**config.mk**
```make
export PLATFORM = sky130hd
export DESIGN_NAME = sffc_ctrl
export DESIGN_NICKNAME = d
export VERILOG_FILES = /design/src/hw/rtl/sffc_pkg.sv /design/src/hw/rtl/sffc_ctrl.sv
export SDC_FILE = /design/constraint.sdc
export NUM_CORES = 1
export LEC_CHECK = 0
export BUFFER_PORTS_ARGS = -buffer_cell sky130_fd_sc_hd__buf_4
export CAP_MARGIN = 10
export CORE_ASPECT_RATIO = 0.9
export CORE_MARGIN = 1.5
export CORE_UTILIZATION = 55
export CTS_BUF_LIST = sky130_fd_sc_hd__clkbuf_16
export CTS_CLUSTER_SIZE = 14
export DETAILED_ROUTE_END_ITERATION = 7
export HOLD_SLACK_MARGIN = 0.03
export PLACE_DENSITY = 0.78
export SETUP_SLACK_MARGIN = 0.2
export SLEW_MARGIN = 20
export SYNTH_ARGS = -nofsm -noshare
export SYNTH_HDL_FRONTEND = slang
export SYNTH_SLANG_ARGS = --single-unit
```
**constraint.sdc**
```tcl
create_clock -name clk -period 3.9 [get_ports clk]
set_clock_uncertainty 0.05 [all_clocks]
set_input_delay 0.78 -clock clk [delete_from_list [all_inputs] [get_ports clk]]
set_output_delay 0.78 -clock clk [all_outputs]
set_load 0.01 [all_outputs]
```
**src/hw/rtl/sffc_pkg.sv**
```systemverilog
// ----------------------------------------------------------------------------
// sffc_pkg
// Shared types, constants and constant tables for the stereo compressor.
// ----------------------------------------------------------------------------
package sffc_pkg;

	localparam int SAMPLE_BITS  = 24;
	localparam int RAMP_SAMPLES = 960;

	localparam int CFG_INDEX_BITS = 4;
	localparam int CFG_DATA_BITS  = 32;
	localparam int RAMP_CNT_BITS  = $clog2(RAMP_SAMPLES + 1);

	// Register map.
	localparam logic [CFG_INDEX_BITS-1:0] REG_THRESHOLD   = 4'd0;
	localparam logic [CFG_INDEX_BITS-1:0] REG_RATIO_SLOPE = 4'd1;
	localparam logic [CFG_INDEX_BITS-1:0] REG_ATTACK      = 4'd2;
	localparam logic [CFG_INDEX_BITS-1:0] REG_RELEASE     = 4'd3;
	localparam logic [CFG_INDEX_BITS-1:0] REG_LIM_ATTACK  = 4'd4;
	localparam logic [CFG_INDEX_BITS-1:0] REG_LIMITER     = 4'd5;
	localparam logic [CFG_INDEX_BITS-1:0] REG_MAKEUP      = 4'd6;
	localparam logic [CFG_INDEX_BITS-1:0] REG_MIX         = 4'd7;

	// Reset values.
	localparam logic signed [14:0] RST_THRESHOLD   = -15'sd4608;
	localparam logic [15:0]        RST_RATIO_SLOPE = 16'd49152;
	localparam logic [15:0]        RST_ATTACK      = 16'd65366;
	localparam logic [15:0]        RST_RELEASE     = 16'd65524;
	localparam logic [15:0]        RST_LIM_ATTACK  = 16'd62861;
	localparam logic [19:0]        RST_MAKEUP      = 20'd130762;
	localparam logic [16:0]        MIX_ONE         = 17'd65536;

	// Arithmetic constants.
	localparam logic signed [15:0] DB_FLOOR      = -16'sd25600;
	localparam logic [23:0]        DB_FLOOR_MAG  = 24'd25600;
	localparam logic [18:0]        DB_PER_OCT    = 19'd394566;
	localparam logic [21:0]        OCT_PER_DB    = 22'd2786635;
	localparam logic [15:0]        LIMITER_SLOPE = 16'd64881;

	// Truncating division by the ramp length through a reciprocal.
	localparam int          RAMP_RECIP_SHIFT = 32;
	localparam logic [32:0] RAMP_RECIP =
		33'(((64'd1 << RAMP_RECIP_SHIFT) + 64'(RAMP_SAMPLES) - 64'd1) / 64'(RAMP_SAMPLES));

	// Micro-operations issued by the controller.
	typedef enum logic [4:0] {
		OP_NONE,
		OP_LOAD,
		OP_LOG_MUL, OP_LOG_WB,
		OP_DB_MUL, OP_DB_WB,
		OP_ENV_MUL, OP_ENV_WB,
		OP_GR_MUL, OP_GR_WB,
		OP_EXP_MUL, OP_EXP_WB,
		OP_GAIN_MUL, OP_GAIN_WB, OP_GAIN_FIN,
		OP_TOT_MUL, OP_TOT_WB,
		OP_MIX_MUL, OP_MIX_WB,
		OP_OUTL_MUL, OP_OUTL_WB,
		OP_OUTR_MUL, OP_OUTR_WB
	} op_t;

	typedef struct packed {
		op_t        op;
		logic [3:0] iter;
	} sffc_cmd_t;

	typedef struct packed {
		logic gain_bit;
	} sffc_status_t;

	typedef logic [15:0][29:0] root_tab_t;

	function automatic logic [63:0] isqrt64(input logic [63:0] x_in);
		logic [63:0] x;
		logic [63:0] r;
		logic [63:0] b;
		x = x_in;
		r = 64'd0;
		b = 64'd1 << 62;
		for (int i = 0; i < 32; i++) begin
			if (b > x) b = b >> 2;
		end
		for (int i = 0; i < 32; i++) begin
			if (b != 64'd0) begin
				if (x >= r + b) begin
					x = x - (r + b);
					r = (r >> 1) + b;
				end else begin
					r = r >> 1;
				end
				b = b >> 2;
			end
		end
		return r;
	endfunction

	// Entry k is 2^(-2^-(k+1)) in Q0.30, built by repeated square roots.
	function automatic root_tab_t make_roots();
		root_tab_t   t;
		logic [63:0] w;
		w = 64'd1 << 29;
		for (int k = 0; k < 16; k++) begin
			w = isqrt64(w << 30);
			t[k] = w[29:0];
		end
		return t;
	endfunction

	localparam root_tab_t GAIN_ROOTS = make_roots();

	// Round half up by 2^16, then clamp to the sample range.
	function automatic logic signed [SAMPLE_BITS-1:0] sat_sample(input logic signed [67:0] p);
		logic signed [67:0] r;
		r = (p + 68'sd32768) >>> 16;
		if (r > 68'sd0 + ((68'sd1 <<< (SAMPLE_BITS - 1)) - 68'sd1))
			return {1'b0, {(SAMPLE_BITS-1){1'b1}}};
		else if (r < -(68'sd1 <<< (SAMPLE_BITS - 1)))
			return {1'b1, {(SAMPLE_BITS-1){1'b0}}};
		else
			return r[SAMPLE_BITS-1:0];
	endfunction

endpackage

```
**src/hw/rtl/sffc_ctrl.sv**
```systemverilog
// ----------------------------------------------------------------------------
// sffc_ctrl
// Sequencer that steps the shared multiplier through one sample pair.
// ----------------------------------------------------------------------------
module sffc_ctrl (
	input  logic                  clk,
	input  logic                  arst_n,
	input  logic                  in_valid,
	output logic                  in_ready,
	output logic                  out_valid,
	input  logic                  out_ready,
	input  sffc_pkg::sffc_status_t status,
	output sffc_pkg::sffc_cmd_t   cmd
);

	typedef enum logic [4:0] {
		S_IDLE,
		S_LOG_MUL, S_LOG_WB,
		S_DB_MUL, S_DB_WB,
		S_ENV_MUL, S_ENV_WB,
		S_GR_MUL, S_GR_WB,
		S_EXP_MUL, S_EXP_WB,
		S_GAIN_MUL, S_GAIN_WB, S_GAIN_FIN,
		S_TOT_MUL, S_TOT_WB,
		S_MIX_MUL, S_MIX_WB,
		S_OUTL_MUL, S_OUTL_WB,
		S_OUTR_MUL, S_OUTR_WB
	} state_t;

	state_t     state_q;
	logic [3:0] iter_q;
	logic       out_valid_q;
	logic       out_free;

	assign out_free  = !out_valid_q || out_ready;
	assign in_ready  = (state_q == S_IDLE);
	assign out_valid = out_valid_q;

	always_comb begin
		cmd.iter = iter_q;
		case (state_q)
			S_IDLE:     cmd.op = in_valid ? sffc_pkg::OP_LOAD : sffc_pkg::OP_NONE;
			S_LOG_MUL:  cmd.op = sffc_pkg::OP_LOG_MUL;
			S_LOG_WB:   cmd.op = sffc_pkg::OP_LOG_WB;
			S_DB_MUL:   cmd.op = sffc_pkg::OP_DB_MUL;
			S_DB_WB:    cmd.op = sffc_pkg::OP_DB_WB;
			S_ENV_MUL:  cmd.op = sffc_pkg::OP_ENV_MUL;
			S_ENV_WB:   cmd.op = sffc_pkg::OP_ENV_WB;
			S_GR_MUL:   cmd.op = sffc_pkg::OP_GR_MUL;
			S_GR_WB:    cmd.op = sffc_pkg::OP_GR_WB;
			S_EXP_MUL:  cmd.op = sffc_pkg::OP_EXP_MUL;
			S_EXP_WB:   cmd.op = sffc_pkg::OP_EXP_WB;
			S_GAIN_MUL: cmd.op = status.gain_bit ? sffc_pkg::OP_GAIN_MUL : sffc_pkg::OP_NONE;
			S_GAIN_WB:  cmd.op = sffc_pkg::OP_GAIN_WB;
			S_GAIN_FIN: cmd.op = sffc_pkg::OP_GAIN_FIN;
			S_TOT_MUL:  cmd.op = sffc_pkg::OP_TOT_MUL;
			S_TOT_WB:   cmd.op = sffc_pkg::OP_TOT_WB;
			S_MIX_MUL:  cmd.op = sffc_pkg::OP_MIX_MUL;
			S_MIX_WB:   cmd.op = sffc_pkg::OP_MIX_WB;
			S_OUTL_MUL: cmd.op = sffc_pkg::OP_OUTL_MUL;
			S_OUTL_WB:  cmd.op = sffc_pkg::OP_OUTL_WB;
			S_OUTR_MUL: cmd.op = sffc_pkg::OP_OUTR_MUL;
			S_OUTR_WB:  cmd.op = out_free ? sffc_pkg::OP_OUTR_WB : sffc_pkg::OP_NONE;
			default:    cmd.op = sffc_pkg::OP_NONE;
		endcase
	end

	always_ff @(posedge clk or negedge arst_n) begin
		if (!arst_n) begin
			state_q     <= S_IDLE;
			iter_q      <= 4'd0;
			out_valid_q <= 1'b0;
		end else begin
			// A new result replaces a taken one in the same cycle.
			if (state_q == S_OUTR_WB && out_free)
				out_valid_q <= 1'b1;
			else if (out_valid_q && out_ready)
				out_valid_q <= 1'b0;
			case (state_q)
				S_IDLE: begin
					iter_q <= 4'd0;
					if (in_valid) state_q <= S_LOG_MUL;
				end
				S_LOG_MUL: state_q <= S_LOG_WB;
				S_LOG_WB: begin
					if (iter_q == 4'd15) begin
						state_q <= S_DB_MUL;
					end else begin
						iter_q  <= iter_q + 4'd1;
						state_q <= S_LOG_MUL;
					end
				end
				S_DB_MUL:  state_q <= S_DB_WB;
				S_DB_WB:   state_q <= S_ENV_MUL;
				S_ENV_MUL: state_q <= S_ENV_WB;
				S_ENV_WB:  state_q <= S_GR_MUL;
				S_GR_MUL:  state_q <= S_GR_WB;
				S_GR_WB:   state_q <= S_EXP_MUL;
				S_EXP_MUL: state_q <= S_EXP_WB;
				S_EXP_WB: begin
					iter_q  <= 4'd0;
					state_q <= S_GAIN_MUL;
				end
				S_GAIN_MUL: begin
					// A clear exponent bit needs no multiply.
					if (status.gain_bit) begin
						state_q <= S_GAIN_WB;
					end else if (iter_q == 4'd15) begin
						state_q <= S_GAIN_FIN;
					end else begin
						iter_q <= iter_q + 4'd1;
					end
				end
				S_GAIN_WB: begin
					if (iter_q == 4'd15) begin
						state_q <= S_GAIN_FIN;
					end else begin
						iter_q  <= iter_q + 4'd1;
						state_q <= S_GAIN_MUL;
					end
				end
				S_GAIN_FIN: state_q <= S_TOT_MUL;
				S_TOT_MUL:  state_q <= S_TOT_WB;
				S_TOT_WB:   state_q <= S_MIX_MUL;
				S_MIX_MUL:  state_q <= S_MIX_WB;
				S_MIX_WB:   state_q <= S_OUTL_MUL;
				S_OUTL_MUL: state_q <= S_OUTL_WB;
				S_OUTL_WB:  state_q <= S_OUTR_MUL;
				S_OUTR_MUL: state_q <= S_OUTR_WB;
				S_OUTR_WB: begin
					if (out_free) state_q <= S_IDLE;
				end
				default: state_q <= S_IDLE;
			endcase
		end
	end

	a_load_starts_log: assert property (@(posedge clk) disable iff (!arst_n)
		(in_valid && in_ready) |=> (state_q == S_LOG_MUL && iter_q == 4'd0))
		else $error("accepted request did not start the log stage");

	a_no_overwrite: assert property (@(posedge clk) disable iff (!arst_n)
		(cmd.op == sffc_pkg::OP_OUTR_WB) |-> (!out_valid_q || out_ready))
		else $error("result register overwritten while held");

	a_valid_source: assert property (@(posedge clk) disable iff (!arst_n)
		$rose(out_valid_q) |-> ($past(state_q) == S_OUTR_WB))
		else $error("result raised outside the final stage");

	a_log_entry: assert property (@(posedge clk) disable iff (!arst_n)
		(state_q == S_LOG_MUL) |-> ($past(state_q) == S_IDLE || $past(state_q) == S_LOG_WB))
		else $error("log stage entered out of sequence");

endmodule

```
==> out/qor.yml <==
outcome:
  status: "finished clean"
final_layout:
  layout_common_cells: "buf_4 (15), dfrtp_1 (10), nand2_1 (8)"
  area_delta_synth_final_pct: 15.8
  drive_gt1_share_pct: 24.4
  final_nets: 127
  final_cell_count_no_fill: 143
  layout_commonest_cell: "buf_4"
  fin_area_mm2: 0.00110
  num_antenna_cells: 0
routing:
  num_vias: 918
  post-route-drc-count: 0
  drt-initial-drc-count: 39
  routed_wl_mm: 2.16
  routed_via_density: 6.42
  wl_per_cell_um: 15.1
  first_pass_iters: 4
  ant_nets: 0
clocking:
  cts-resized-gates: 0
  cts_root_buffer: "clkbuf_16"
  path_clk_slew_ns: 0.04
  clock-sinks: 10
  holdBufCountCts: 0
  htreeDepth: 1
  insertion_delay_ns: 0.24
  numCtsBuffers: 3
  cts_setup_buffers: 0
  cts_tree: "yes"
  clockBufferDepth: 2
global_routing:
  grt_pass1_wl_mm: 3.66
  grt_usage_pct: 24.6
  antenna_found_initial: 0
  grt_pass1_vias: 807
  overflow: 0
  grt_max_degree: 26
timing:
  hold_viol: 0
  maxClockFrequency_mhz: 339
  finalSetupViolCount: 0
  timing.final.crit_share_pct: 75.6
  tightest_slew_ns: 0.812
  finalSetupTns_ns: 0
  rsz0062_at_grt: "no"
  finalCriticalPeriod_ns: 2.95
  max_slew_margin_pct: 45.8
  finalMaxSlewViolations: 0
  worst_slack_ns: 0.952
critical_path:
  start_kind: "flop"
  rr_startpoint: "state_q[0]"
  cp_max_fo: 25
  cp-end-kind: "primary output"
  reg2reg_to: "iter_q[0]"
  worst_r2r_path_depth: 4
  path_class: "flop to primary output"
  crit_required_ns: 3.07
  cp.arrival_ns: 2.12
  crit_start: "state_q[0]"
  rrSetupSlack_ns: 1.91
yosys:
  ys_warn_count: 0
  synth_fp_nets: 118
  async_flop_share_pct: 100
  netlist_instances: 112
  synth_area_leaders: "dfrtp_1 (26%), a211oi_1 (3.9%), a21o_1 (3.9%), a21oi_1 (3.7%), a22o_1 (3.7%)"
  syn_area_um2: 952
  synth.yosys.seq_area_share_pct: 26.3
  synth_top_area_share_pct: 26.3
  synth_enable_flop_cells: 0
  ys_types: 47
  ys.flop_type: "dfrtp_1"
  ys_ff_latch: 10
  synth.largest_area_cell: "dfrtp_1"
  synth_area_per_cell_um2: 8.50
floorplanning:
  die_x_um: 46.9
  dieArea_mm2: 0.00199
  die_h_um: 42.5
  core_mm2: 0.00165
  start_util_pct: 57.8
  io_pins: 16
  rows: 14
placement:
  dpl_cell_area_mm2: 0.00103
  dp_cells: 140
  io_buffers: 15
  place.detailed.hpwl_mm: 1.51
  place_ws_ns: 1.20
  place.gp.congestion: 0.798
power:
  peakVddDrop_v: 0.000498
  power.leakage_nw: 0.471
  p_per_area_mw_per_mm2: 884
hold_path:
  hold_path.class: "input port to async pin"
job:
  cap_viol_max_count: 0
-- area by class of cell --
type / count / area [µm²]
clock buffer: 3 / 75.1
multi-input combinational: 90 / 631
tap: 24 / 30.0
inverter: 1 / 3.75
sequential: 10 / 250
fill: 162 / 544
timing repair buffer: 15 / 113
-- worst max path at each step --
stage	cells past startpoint	slack [ns]	end
3_5_place_dp	6	1.20	cmd[6]
3_3_place_gp	6	1.24	cmd[6]
4_1_cts	5	0.99	cmd[7]
6_report	5	0.95	cmd[7]
5_1_grt	5	0.80	cmd[7]
2_1_floorplan	4	1.55	cmd[6]
-- stage by stage --
stage	util, %	power (W)	hold WS (ns)
after floorplan	-	0.000680	0.434
after global placement	62.4	0.000776	0.512
after detailed placement	62.4	0.000791	0.515
after CTS	66.9	0.000971	0.326
after global routing	66.9	0.00105	0.331
final	66.9	0.000975	0.319
-- registers in the layout, indices dropped and copies added, names as in the netlist --
signal and flops:
state_q 5, out_valid 1, iter_q 4
-- routing by layer --
| metal | wire length, µm | vias up | GRT usage, % |
|---|---|---|---|
| met5 | 0 | - | 0 |
| met4 | 12 | 0 | 6.67 |
| met2 | 989 | 34 | 35.3 |
| li1 | - | 446 | - |
| met3 | 139 | 2 | 3.88 |
| met1 | 1020 | 436 | 37.6 |
-- critical path: stages, from the launching register on --
cell and delay [ns]:
dfrtp_1 0.86, and2_2 0.32, nand2_1 0.07, or2_2 0.32
a21oi_1 0.15, buf_4 0.15
-- synth_stat cells (2+ instances only) --
cell type and n:
a211oi_1 5, o21a_1 2, nor4_1 3, buf_4 3
nand4_1 2, nand3_1 5, o31ai_1 2, nand2_1 8
mux2_2 2, dfrtp_1 10, a21o_1 5, a31oi_1 2
buf_2 6, a22o_1 4, a21oi_1 7, nor3_1 2
nand2b_1 2, o21ai_0 4, nor2b_1 5, and2b_1 2
nor2_1 5
-- power breakdown --
part           internal, W  leakage, nW  switching [W]
Combinational     0.000273        0.304       0.000219
Clock             0.000133       0.0370      0.0000475
Sequential        0.000140        0.130       0.000163
Total             0.000545        0.471       0.000429
-- cell families (layout without fill, tap and decap cells) --
family	Yosys count	in the layout	share of synthesized area, %
buffers and inverters	12	19	7.49
AO/OA/AOI/OAI	43	43	35.1
flip-flops	10	10	26.3
XOR/XNOR	1	1	0.920
multiplexers	2	2	2.37
adder cells (fa/ha/maj)	1	1	1.31
AND/OR/NAND/NOR	43	43	26.5
No activity file was read; power rests on OpenSTA's default activity.
